### src/design/ipcw_pkg.sv
package ipcw_pkg;

   localparam int HEADER_BYTES = 4;
   localparam int OFFSET_BITS  = 16;
   localparam int LENGTH_BITS  = 16;
   localparam int INDEX_BITS   = 3;
   localparam int CRIT_BIT     = 7;

   localparam logic [INDEX_BITS-1:0]  HDR_FULL  = INDEX_BITS'(HEADER_BYTES);
   localparam logic [INDEX_BITS-1:0]  HDR_LAST  = INDEX_BITS'(HEADER_BYTES - 1);
   localparam logic [INDEX_BITS-1:0]  HDR_NEXT  = INDEX_BITS'(0);
   localparam logic [INDEX_BITS-1:0]  HDR_FLAGS = INDEX_BITS'(1);
   localparam logic [INDEX_BITS-1:0]  HDR_LENHI = INDEX_BITS'(2);
   localparam logic [OFFSET_BITS-1:0] AREA_LIMIT = {OFFSET_BITS{1'b1}};
   localparam logic [LENGTH_BITS-1:0] HDR_LEN    = LENGTH_BITS'(HEADER_BYTES);

   typedef enum logic [1:0] {
      STATUS_OK         = 2'd0,
      STATUS_BAD_LENGTH = 2'd1,
      STATUS_TRUNCATED  = 2'd2,
      STATUS_TOO_LONG   = 2'd3
   } status_type;

endpackage

### src/design/ike_payload_chain_walker.sv
// a result appears in the rsp register in the cycle after its byte is accepted
// throughput: one byte per cycle; req_ready drops only while a held result is not taken
// the whole walk step is one combinational pass from the chain state to the result register
// reset (synchronous, active high) empties the result register and halts the walk
// until a byte marked area_first arrives
module ike_payload_chain_walker
   import ipcw_pkg::*;
(
   input  logic                   clock,
   input  logic                   reset,
   input  logic                   req_valid,
   output logic                   req_ready,
   input  logic [7:0]             req_data_byte,
   input  logic                   req_area_first,
   input  logic                   req_area_last,
   input  logic [7:0]             req_first_type,
   output logic                   rsp_valid,
   input  logic                   rsp_ready,
   output logic [1:0]             rsp_status,
   output logic [7:0]             rsp_payload_type,
   output logic [7:0]             rsp_next_type,
   output logic                   rsp_critical_flag,
   output logic [LENGTH_BITS-1:0] rsp_body_length,
   output logic [OFFSET_BITS-1:0] rsp_body_offset
);

   logic [INDEX_BITS-1:0]  header_index_ff, header_index_in;
   logic [7:0]             current_type_ff, current_type_in;
   logic [7:0]             pending_next_ff, pending_next_in;
   logic                   critical_seen_ff, critical_seen_in;
   logic [7:0]             length_high_ff, length_high_in;
   logic [LENGTH_BITS-1:0] body_remaining_ff, body_remaining_in;
   logic [OFFSET_BITS-1:0] area_offset_ff, area_offset_in;
   logic [OFFSET_BITS-1:0] payload_start_ff, payload_start_in;
   logic                   halted_ff, halted_in;

   logic                   rsp_valid_ff;
   status_type             rsp_status_ff, rsp_status_in;
   logic [7:0]             rsp_type_ff, rsp_type_in;
   logic [7:0]             rsp_next_ff, rsp_next_in;
   logic                   rsp_crit_ff, rsp_crit_in;
   logic [LENGTH_BITS-1:0] rsp_len_ff, rsp_len_in;
   logic [OFFSET_BITS-1:0] rsp_off_ff, rsp_off_in;
   logic                   emit;

   logic                   req_accept;

   assign req_ready  = !rsp_valid_ff || rsp_ready;
   assign req_accept = req_valid && req_ready;

   always_comb begin
      logic                   stop;
      logic [LENGTH_BITS-1:0] plen;
      logic [OFFSET_BITS-1:0] off_next;

      header_index_in   = header_index_ff;
      current_type_in   = current_type_ff;
      pending_next_in   = pending_next_ff;
      critical_seen_in  = critical_seen_ff;
      length_high_in    = length_high_ff;
      body_remaining_in = body_remaining_ff;
      area_offset_in    = area_offset_ff;
      payload_start_in  = payload_start_ff;
      halted_in         = halted_ff;
      emit              = 1'b0;
      rsp_status_in     = STATUS_OK;
      rsp_type_in       = current_type_ff;
      rsp_next_in       = '0;
      rsp_crit_in       = 1'b0;
      rsp_len_in        = '0;
      rsp_off_in        = '0;
      stop              = 1'b0;
      plen              = '0;
      off_next          = '0;

      // new area restarts the walk
      if (req_area_first) begin
         current_type_in   = req_first_type;
         area_offset_in    = '0;
         header_index_in   = '0;
         body_remaining_in = '0;
         pending_next_in   = '0;
         critical_seen_in  = 1'b0;
         length_high_in    = '0;
         payload_start_in  = '0;
         halted_in         = (req_first_type == 8'd0);
      end

      if (!halted_in) begin
         off_next = area_offset_in + OFFSET_BITS'(1);
         if (area_offset_in == AREA_LIMIT) begin
            emit          = 1'b1;
            rsp_status_in = STATUS_TOO_LONG;
            rsp_type_in   = current_type_in;
            halted_in     = 1'b1;
            stop          = 1'b1;
         end else if (header_index_in < HDR_FULL) begin
            if (header_index_in == HDR_NEXT) begin
               pending_next_in = req_data_byte;
            end else if (header_index_in == HDR_FLAGS) begin
               critical_seen_in = req_data_byte[CRIT_BIT];
            end else if (header_index_in == HDR_LENHI) begin
               length_high_in = req_data_byte;
            end
            if (header_index_in == HDR_LAST) begin
               plen = {length_high_in, req_data_byte};
               if (plen < HDR_LEN) begin
                  emit          = 1'b1;
                  rsp_status_in = STATUS_BAD_LENGTH;
                  rsp_type_in   = current_type_in;
                  halted_in     = 1'b1;
                  stop          = 1'b1;
               end else begin
                  body_remaining_in = plen - HDR_LEN;
                  payload_start_in  = off_next;
                  header_index_in   = HDR_FULL;
                  if (body_remaining_in == '0) begin
                     emit              = 1'b1;
                     rsp_type_in       = current_type_in;
                     rsp_next_in       = pending_next_in;
                     rsp_crit_in       = critical_seen_in;
                     rsp_len_in        = '0;
                     rsp_off_in        = payload_start_in;
                     current_type_in   = pending_next_in;
                     header_index_in   = '0;
                     halted_in         = (pending_next_in == 8'd0);
                  end
               end
            end else begin
               header_index_in = header_index_in + INDEX_BITS'(1);
            end
         end else begin
            if (body_remaining_in != '0) begin
               body_remaining_in = body_remaining_in - LENGTH_BITS'(1);
            end
            if (body_remaining_in == '0) begin
               emit            = 1'b1;
               rsp_type_in     = current_type_in;
               rsp_next_in     = pending_next_in;
               rsp_crit_in     = critical_seen_in;
               rsp_len_in      = LENGTH_BITS'(off_next - payload_start_in);
               rsp_off_in      = payload_start_in;
               current_type_in = pending_next_in;
               header_index_in = '0;
               halted_in       = (pending_next_in == 8'd0);
            end
         end

         if (!stop) begin
            area_offset_in = off_next;
            // area closes while still active
            if (req_area_last && !halted_in) begin
               if (!emit && (header_index_in != '0 || body_remaining_in != '0)) begin
                  emit          = 1'b1;
                  rsp_status_in = STATUS_TRUNCATED;
                  rsp_type_in   = current_type_in;
                  rsp_next_in   = '0;
                  rsp_crit_in   = 1'b0;
                  rsp_len_in    = '0;
                  rsp_off_in    = '0;
               end
               halted_in = 1'b1;
            end
         end
      end
   end

   always_ff @(posedge clock) begin
      if (reset) begin
         header_index_ff   <= '0;
         current_type_ff   <= '0;
         pending_next_ff   <= '0;
         critical_seen_ff  <= 1'b0;
         length_high_ff    <= '0;
         body_remaining_ff <= '0;
         area_offset_ff    <= '0;
         payload_start_ff  <= '0;
         halted_ff         <= 1'b1;
         rsp_valid_ff      <= 1'b0;
      end else begin
         if (req_accept) begin
            header_index_ff   <= header_index_in;
            current_type_ff   <= current_type_in;
            pending_next_ff   <= pending_next_in;
            critical_seen_ff  <= critical_seen_in;
            length_high_ff    <= length_high_in;
            body_remaining_ff <= body_remaining_in;
            area_offset_ff    <= area_offset_in;
            payload_start_ff  <= payload_start_in;
            halted_ff         <= halted_in;
            rsp_valid_ff      <= emit;
         end else if (rsp_ready) begin
            rsp_valid_ff <= 1'b0;
         end
      end
   end

   // result payload
   always_ff @(posedge clock) begin
      if (req_accept && emit) begin
         rsp_status_ff <= rsp_status_in;
         rsp_type_ff   <= rsp_type_in;
         rsp_next_ff   <= rsp_next_in;
         rsp_crit_ff   <= rsp_crit_in;
         rsp_len_ff    <= rsp_len_in;
         rsp_off_ff    <= rsp_off_in;
      end
   end

   assign rsp_valid         = rsp_valid_ff;
   assign rsp_status        = rsp_status_ff;
   assign rsp_payload_type  = rsp_type_ff;
   assign rsp_next_type     = rsp_next_ff;
   assign rsp_critical_flag = rsp_crit_ff;
   assign rsp_body_length   = rsp_len_ff;
   assign rsp_body_offset   = rsp_off_ff;

`ifndef SYNTHESIS
   a_error_halts: assert property (@(posedge clock) disable iff (reset)
      (req_accept && emit && rsp_status_in != STATUS_OK) |=> halted_ff)
      else $error("walk not halted after error transaction");

   a_index_range: assert property (@(posedge clock) disable iff (reset)
      header_index_ff <= HDR_FULL)
      else $error("header index out of range");

   a_body_open: assert property (@(posedge clock) disable iff (reset)
      (header_index_ff == HDR_FULL) |-> (body_remaining_ff != '0))
      else $error("body state with nothing remaining");
`endif

endmodule
### config.mk
export PLATFORM = sky130hd
export DESIGN_NAME = ike_payload_chain_walker
export DESIGN_NICKNAME = d
export VERILOG_FILES = /design/src/design/ipcw_pkg.sv /design/src/design/ike_payload_chain_walker.sv
export SDC_FILE = /design/constraint.sdc
export NUM_CORES = 1
export LEC_CHECK = 0
export BUFFER_PORTS_ARGS = -buffer_cell sky130_fd_sc_hd__buf_2
export CAP_MARGIN = 30
export CORE_ASPECT_RATIO = 0.7
export CORE_MARGIN = 2
export CORE_UTILIZATION = 50
export DETAILED_ROUTE_END_ITERATION = 8
export PLACE_DENSITY_LB_ADDON = 0.12
export RECOVER_POWER = 100
export SYNTH_ARGS = -nofsm -noshare
export SYNTH_HDL_FRONTEND = slang
export SYNTH_SLANG_ARGS = --single-unit
### constraint.sdc
create_clock -name clock -period 9.9 [get_ports clock]
set_clock_uncertainty 0.2 [all_clocks]
set_input_delay 2.475 -clock clock [delete_from_list [all_inputs] [get_ports clock]]
set_output_delay 2.475 -clock clock [all_outputs]
set_load 0.05 [all_outputs]
==> key figures, run 1 <==
Die
  • Total core area: ~0.017 mm^2
  • Number of standard-cell rows in the floorplan: 40
  • Die Area: around 0.019 mm^2
  • Top-level port count: 75
  • Die outline height: 116 um
  • Die Wd: 163 um
  • Initial core utilization: 51.4%

Placement
  • Buffers on Ports: 74
  • Setup slack at placement: between 2 and 3 ns
  • Post-detail-place hpwl: a little over 20 mm
  • DP Area: between 0.009 and 0.01 mm^2
  • Routability cong.: 1.01
  • Number of instances in the placed design: ~1.3k

Hold path
  • Hold path cells: 2
  • Worst hold path class: reg2reg

Job
  • Max-Cap Viols: 2

STA
  • Number of failing setup endpoints in the final timing report: 0
  • Relative max-transition margin: -27.2%
  • Final-report hold violation count: 0
  • Final setup slack of the worst path: approximately 1.8 ns
  • Transition time at the pin with the least slew margin: 1.91 ns
  • RSZ-0062 raised after global routing: no
  • Max Clock Freq: 123 MHz
  • Fraction of the cycle the final worst path needs: 82.2%
  • Fin crit period: 8.14 ns
  • Final-layout setup total negative slack: 0 ns
  • Count of final max-slew check failures: 62

Clocking
  • Maximum clock path buffer count: 2
  • Total of cells resized after clock tree synthesis: 0
  • Maximum level of the CTS H-tree: 4
  • Number of buffers created by CTS: 17
  • Clock slew at the register clock pins of the worst setup and hold paths: ~0.060 ns
  • Total clock sinks: 129
  • Later-pin clock latency in the skew report: 0.44 ns
  • Library cell used as clock root buffer: sky130_fd_sc_hd__clkbuf_16
  • Hold_buf cts: 0
  • Clock tree from TritonCTS: built
  • Post-CTS Setup Repair Bufs: 0

Finish
  • Number of non-filler instances in the completed layout: approximately 1.4k
  • Synthesis-to-finish area growth: 10.5%
  • Share of final-layout standard cells stronger than drive strength 1: 8.84%
  • # diodes: 0
  • Nets@finish: roughly 1.2k
  • Layout fillers: 1638
  • Area of all placed cells without fillers: 0.00984 mm^2

Synth
  • Proportion of synthesized chip area in sequential cells: 34.7%
  • Largest area contributor in the synthesized netlist: sky130_fd_sc_hd__dfxtp_1
  • Number of synthesized register bits: 129
  • Average cell area after synthesis: 8.25 um^2
  • Post-Synthesis Net Count: approximately 1.1k
  • Share of the synthesized area in the top cell type: between 10% and 20%
  • Most frequent cell after synthesis: sky130_fd_sc_hd__nor2_1
  • Yosys warnings: 0
  • Share of flip-flops with an asynchronous set or reset after synthesis: 0%
  • Leading post-synthesis cells by instance count: sky130_fd_sc_hd__nor2_1, sky130_fd_sc_hd__dfxtp_1, sky130_fd_sc_hd__nand2_1
  • Cells taking the most area after synthesis: sky130_fd_sc_hd__dfxtp_1, sky130_fd_sc_hd__edfxtp_1, sky130_fd_sc_hd__nor2_1, sky130_fd_sc_hd__a22oi_1, sky130_fd_sc_hd__mux2i_1
  • EDFF count, synth: 51
  • Cell area after technology mapping: 0.00890 mm^2
  • Number of library cell types mapped by synthesis: 88
  • Gate count of the mapped netlist: 1079
  • Post-synth top flop: sky130_fd_sc_hd__dfxtp_1

Power and ir drop
  • Worst supply voltage drop on vdd: 0.127 mV
  • Total leakage power: approximately 0.0034 uW
  • Power Density: 140 mW/mm^2

Route
  • DRC violation count after routing: 0
  • Post-detailed-route count of antenna-violating nets: 0
  • WL final: 28.6 mm
  • First-iteration detailed-routing DRC count: 1195
  • Count of TritonRoute iterations in the first routing pass: 8
  • Total vias in the final route: 8785
  • Detailed-route wire length per cell: 21.0 um
  • Routed via count divided by cell count: around 6.5

Global routing
  • Global-route wire length before repair: ~45 mm
  • Vias in the first global route: between 7k and 8k
  • Congestion Overflow GR: 0
  • Pin count of the biggest net entering global routing: between 80 and 90
  • Global Route Usage Sum: 31.0%
  • Number of antenna violations at the first check in global routing: 0

Outcome
  • Violated checks: capacitance limit, slew limit
  • Result of the run: complete, but fails checks

Setup path
  • Worst-path cell with the longest stage delay: sky130_fd_sc_hd__clkbuf_1
  • Kind of capture point of the worst setup path: flop
  • Required time of the worst setup path: 9.80 ns
  • Arrival time reported for the critical path endpoint: roughly 8.0 ns
  • Worst stage delay on the critical path: 1.41 ns
  • Cells traversed along the worst timing path: buf_4 > clkbuf_1 > nor3_1 > o21ai_1 > o21ai_0 > and3_1 > a221oi_1 > nand3_1 > o21ai_0 > o31ai_1 > nor4_4 > o31ai_4 > buf_4
  • Critical Path Source Type: input port
  • Reg2Reg Depth: 11
  • Setup CP Type: in2reg
  • Maximum fanout along the worst path: slightly above 50
[sequential cells by signal, summed over array words and instances (netlist names), 3 cells and up]
signal             flops
header_index_ff        3
payload_start_ff      16
body_remaining_ff     16
rsp_body_offset       16
rsp_next_type          8
pending_next_ff        8
length_high_ff         8
rsp_payload_type       8
current_type_ff        8
rsp_body_length       16
area_offset_ff        16
[logic make-up after synthesis]
| kind of cell | share of synthesized area (%) |
|---|---|
| AOI/OAI and AO/OA | 22.2 |
| xor gates and xnor gates | 3.64 |
| adders and majority gates | 3.04 |
| buffers and inverters | 4.75 |
| DFF | 34.7 |
| muxes | 5.20 |
| and+or+nand+nor | 26.4 |
[per-stage QoR]
| stage | hold WS [ns] | total power (uW) | util, % |
|---|---|---|---|
| floorplan | 0.245 | 706 | - |
| global placement | 0.260 | 752 | 54.0 |
| detailed placement | 0.273 | 753 | 54.1 |
| CTS | 0.283 | 1390 | 57.5 |
| global route | 0.311 | 1420 | 56.8 |
| finish | 0.281 | 1380 | 56.8 |
[cell type report]
type / instances / area (um^2) / share of cell area, %
clock inverter: 15 / 166 / 1.69
multi-input combinational: 860 / 5380 / 54.6
timing repair buffer: 91 / 419 / 4.26
sequential: 129 / 3090 / 31.4
clock buffer: 17 / 425 / 4.32
inverter: 19 / 71.3 / 0.725
tap: 231 / 289 / 2.94
[cells in the final DEF (no fill, tap or decap), types with 20 or more instances in the layout]
master / netlist / routed
sky130_fd_sc_hd__ha_1: 20 / 20
sky130_fd_sc_hd__nand2b_1: 41 / 41
sky130_fd_sc_hd__a22oi_1: 70 / 70
sky130_fd_sc_hd__nand2_1: 74 / 75
sky130_fd_sc_hd__xnor2_1: 22 / 22
sky130_fd_sc_hd__nor2b_1: 22 / 21
sky130_fd_sc_hd__edfxtp_1: 51 / 51
sky130_fd_sc_hd__nand3_1: 37 / 37
sky130_fd_sc_hd__a21oi_1: 54 / 54
sky130_fd_sc_hd__clkbuf_1: 48 / 59
sky130_fd_sc_hd__mux2i_1: 30 / 31
sky130_fd_sc_hd__o21ai_0: 36 / 39
sky130_fd_sc_hd__nor2_1: 187 / 188
sky130_fd_sc_hd__nor3_1: 33 / 33
sky130_fd_sc_hd__buf_2: 9 / 20
sky130_fd_sc_hd__dfxtp_1: 78 / 78
[worst max-delay path, delay by kind of cell]
family,cells,cell delay [ns]
buffers and inverters,3,2.07
AND/OR/NAND/NOR,4,1.58
AO/OA/AOI/OAI,6,1.84
[power breakdown]
part | internal (uW) | leakage [uW] | total [uW] | switching (uW)
sequential | 564 | 0.00112 | 573 | 9.30
combinational | 46.7 | 0.00203 | 170 | 123
clock | 358 | 0.000282 | 638 | 280
[worst paths after layout]
check / endpoint / slack (ns) / start
worst max register to register: rsp_critical_flag$_SDFFCE_PP0P_ / 4.84 / body_remaining_ff[5]$_SDFFE_PP0P_
worst min register to register: current_type_ff[5]$_SDFFE_PP0P_ / 0.28 / current_type_ff[5]$_SDFFE_PP0P_
worst min-delay path: current_type_ff[5]$_SDFFE_PP0P_ / 0.28 / current_type_ff[5]$_SDFFE_PP0P_
worst max-delay path: rsp_payload_type[0]$_DFFE_PP_ / 1.76 / req_area_first
[metal layers]
metal,up-vias,track usage (%),routed length [um]
met5,-,0,0
met4,0,5.44,266
met3,37,10.1,3820
met2,577,39.5,10700
met1,4089,49.8,13900
li1,4082,-,-
No activity file was read; power rests on OpenSTA's default activity.
==> inputs of run 2 (changes only) <==
Clock period 9.9 ns to 6.59 ns, I/O delays scaled along.
==> key figures, run 2 (same netlist as run 1, synthesis figures left out) <==
Outcome
  • Result of the run: completed (was complete, but fails checks)

Route
  • WL final: 29.3 mm (was 28.6 mm)
  • Count of TritonRoute iterations in the first routing pass: 6 (was 8)
  • Routed via count divided by cell count: 6.33 (was 6.45)
  • First-iteration detailed-routing DRC count: 1016 (was 1195)
  • DRC violation count after routing: 0 (unchanged)
  • Total vias in the final route: 8747 (was 8785)
  • Post-detailed-route count of antenna-violating nets: 0 (unchanged)
  • Detailed-route wire length per cell: 21.2 um (was 21.0 um)

Global routing
  • Vias in the first global route: 7639 (was 7708)
  • Global-route wire length before repair: 44.7 mm (was 45.0 mm)
  • Pin count of the biggest net entering global routing: 52 (was 81)
  • Number of antenna violations at the first check in global routing: 0 (unchanged)
  • Global Route Usage Sum: 31.1% (was 31.0%)
  • Congestion Overflow GR: 0 (unchanged)

Die
  • Number of standard-cell rows in the floorplan: 40 (unchanged)
  • Die outline height: 116 um (unchanged)
  • Top-level port count: 75 (unchanged)
  • Die Wd: 163 um (unchanged)
  • Initial core utilization: 51.4% (unchanged)
  • Die Area: 0.0189 mm^2 (unchanged)
  • Total core area: 0.0173 mm^2 (unchanged)

Setup path
  • Required time of the worst setup path: 6.56 ns (was 9.80 ns)
  • Critical Path Source Type: input port (unchanged)
  • Setup CP Type: in2reg (unchanged)
  • Arrival time reported for the critical path endpoint: 5.86 ns (was 8.04 ns)
  • Reg2Reg Depth: 10 (was 11)
  • Maximum fanout along the worst path: 40 (was 51)
  • Kind of capture point of the worst setup path: flop (unchanged)

Clocking
  • Total clock sinks: 129 (unchanged)
  • Maximum level of the CTS H-tree: 4 (unchanged)
  • Number of buffers created by CTS: 17 (unchanged)
  • Clock slew at the register clock pins of the worst setup and hold paths: 0.06 ns (about the same)
  • Maximum clock path buffer count: 2 (unchanged)
  • Clock tree from TritonCTS: built (unchanged)
  • Post-CTS Setup Repair Bufs: 0 (unchanged)
  • Library cell used as clock root buffer: sky130_fd_sc_hd__clkbuf_16 (unchanged)
  • Total of cells resized after clock tree synthesis: 0 (unchanged)
  • Later-pin clock latency in the skew report: 0.43 ns (was 0.44 ns)
  • Hold_buf cts: 0 (unchanged)

Finish
  • Layout fillers: 1655 (was 1638)
  • Most frequent cells in the layout: sky130_fd_sc_hd__nor2_1, sky130_fd_sc_hd__dfxtp_1, sky130_fd_sc_hd__nand2_1 (unchanged)
  • Nets@finish: 1181 (was 1161)
  • Combined area of the multi-input logic cells: 0.00537 mm^2 (was 0.00538 mm^2)
  • Most frequent standard cell in the layout excluding fill and tap cells: sky130_fd_sc_hd__nor2_1 (unchanged)
  • Share of final-layout standard cells stronger than drive strength 1: 10.2% (was 8.84%)
  • Number of non-filler instances in the completed layout: 1382 (was 1362)
  • Sequential standard cell area: 0.00309 mm^2 (unchanged)
  • # diodes: 0 (unchanged)
  • Synthesis-to-finish area growth: 12.0% (was 10.5%)

Placement
  • Post-detail-place hpwl: 21.4 mm (was 20.4 mm)
  • Buffers on Ports: 74 (unchanged)
  • Routability cong.: 0.980 (was 1.01)
  • Number of instances in the placed design: 1349 (was 1330)

Hold path
  • Worst hold path class: reg2reg (unchanged)
  • Hold path cells: 2 (unchanged)

STA
  • Relative max-transition margin: 22.7% (was -27.2%)
  • Number of failing setup endpoints in the final timing report: 0 (unchanged)
  • Final-report hold violation count: 0 (unchanged)
  • RSZ-0062 raised after global routing: no (unchanged)
  • Transition time at the pin with the least slew margin: 1.16 ns (was 1.91 ns)
  • Fraction of the cycle the final worst path needs: 89.3%
  • Count of final max-slew check failures: 0 (was 62)
  • Max Clock Freq: 170 MHz
  • Worst hold slack: 0.279 ns (was 0.281 ns)
  • Final-layout setup total negative slack: 0 ns (unchanged)
  • Fin crit period: ~6 ns

Power and ir drop
  • Worst supply voltage drop on vdd: 0.116 mV (was 0.127 mV)
  • Power Density: 208 mW/mm^2 (was 140 mW/mm^2)
  • Total leakage power: 0.00352 uW (was 0.00343 uW)
  • Overall Power: 2070 uW (was 1380 uW)

Job
  • Max-Cap Viols: 0 (was 2)
## run 2: cell types whose count changed in the layout (fill, tap and decap cells not counted), moves of 2 or more
cell                         before  now
sky130_fd_sc_hd__clkbuf_1        59   64
sky130_fd_sc_hd__inv_8            4    6
sky130_fd_sc_hd__buf_6            2    0
sky130_fd_sc_hd__clkinvlp_4       3    1
sky130_fd_sc_hd__buf_4           10   27
sky130_fd_sc_hd__clkinv_4         1    3
## run 2: final cells by class
| class | count | area share [%] |
|---|---|---|
| Clock inverter | 15 | 1.67 |
| Clock buffer | 17 | 4.27 |
| Timing Repair Buffer | 111 | 5.60 |
| Multi-Input combinational cell | 860 | 53.8 |
| Sequential cell | 129 | 31.0 |
| Inverter | 19 | 0.715 |
| Tap cell | 231 | 2.90 |
## run 2: worst max-delay path, cell delays in order
cell and delay [ns]:
sky130_fd_sc_hd__buf_4 0.35, sky130_fd_sc_hd__nand2b_1 0.30, sky130_fd_sc_hd__ha_1 0.28, sky130_fd_sc_hd__nand3_1 0.27, sky130_fd_sc_hd__o2111ai_1 0.61, sky130_fd_sc_hd__o21a_1 0.21
sky130_fd_sc_hd__a221oi_1 0.13, sky130_fd_sc_hd__and4_1 0.34, sky130_fd_sc_hd__a221oi_1 0.39, sky130_fd_sc_hd__nand2_1 0.33, sky130_fd_sc_hd__nor2_1 0.56, sky130_fd_sc_hd__mux2_2 0.41
## run 2: final timing paths
| kind | startpoint | to | slack [ns] |
|---|---|---|---|
| worst max-delay path | req_area_first | rsp_payload_type[2]$_DFFE_PP_ | 0.70 |
| worst min-delay path | current_type_ff[5]$_SDFFE_PP0P_ | current_type_ff[5]$_SDFFE_PP0P_ | 0.28 |
| worst max register to register | body_remaining_ff[5]$_SDFFE_PP0P_ | rsp_payload_type[2]$_DFFE_PP_ | 1.83 |
| worst min register to register | current_type_ff[5]$_SDFFE_PP0P_ | current_type_ff[5]$_SDFFE_PP0P_ | 0.28 |
## run 2: power by group
group | total, uW | switching [uW] | internal [uW]
sequential | 862 | 14.5 | 847
clock | 951 | 411 | 540
combinational | 262 | 188 | 74.7
## run 2: per-stage QoR
step           worst slack (ns)  util [%]  area [um^2]
2_1_floorplan           0.00839         -         8920
4_1_cts                    1.18      58.4        10100
3_3_place_gp              0.824      54.8         9500
5_1_grt                   0.435      57.6         9970
6_report                  0.702      57.6         9970
3_5_place_dp              0.763      55.0         9520
## run 2: routing by layer
layer / up-vias / global-route usage (%) / share of wire, %
met1: 4110 / 49.2 / 48
met5: - / 0 / 0
li1: 4107 / - / -
met3: 21 / 11.6 / 14
met2: 509 / 39.5 / 37
met4: 0 / 5.50 / 0.63
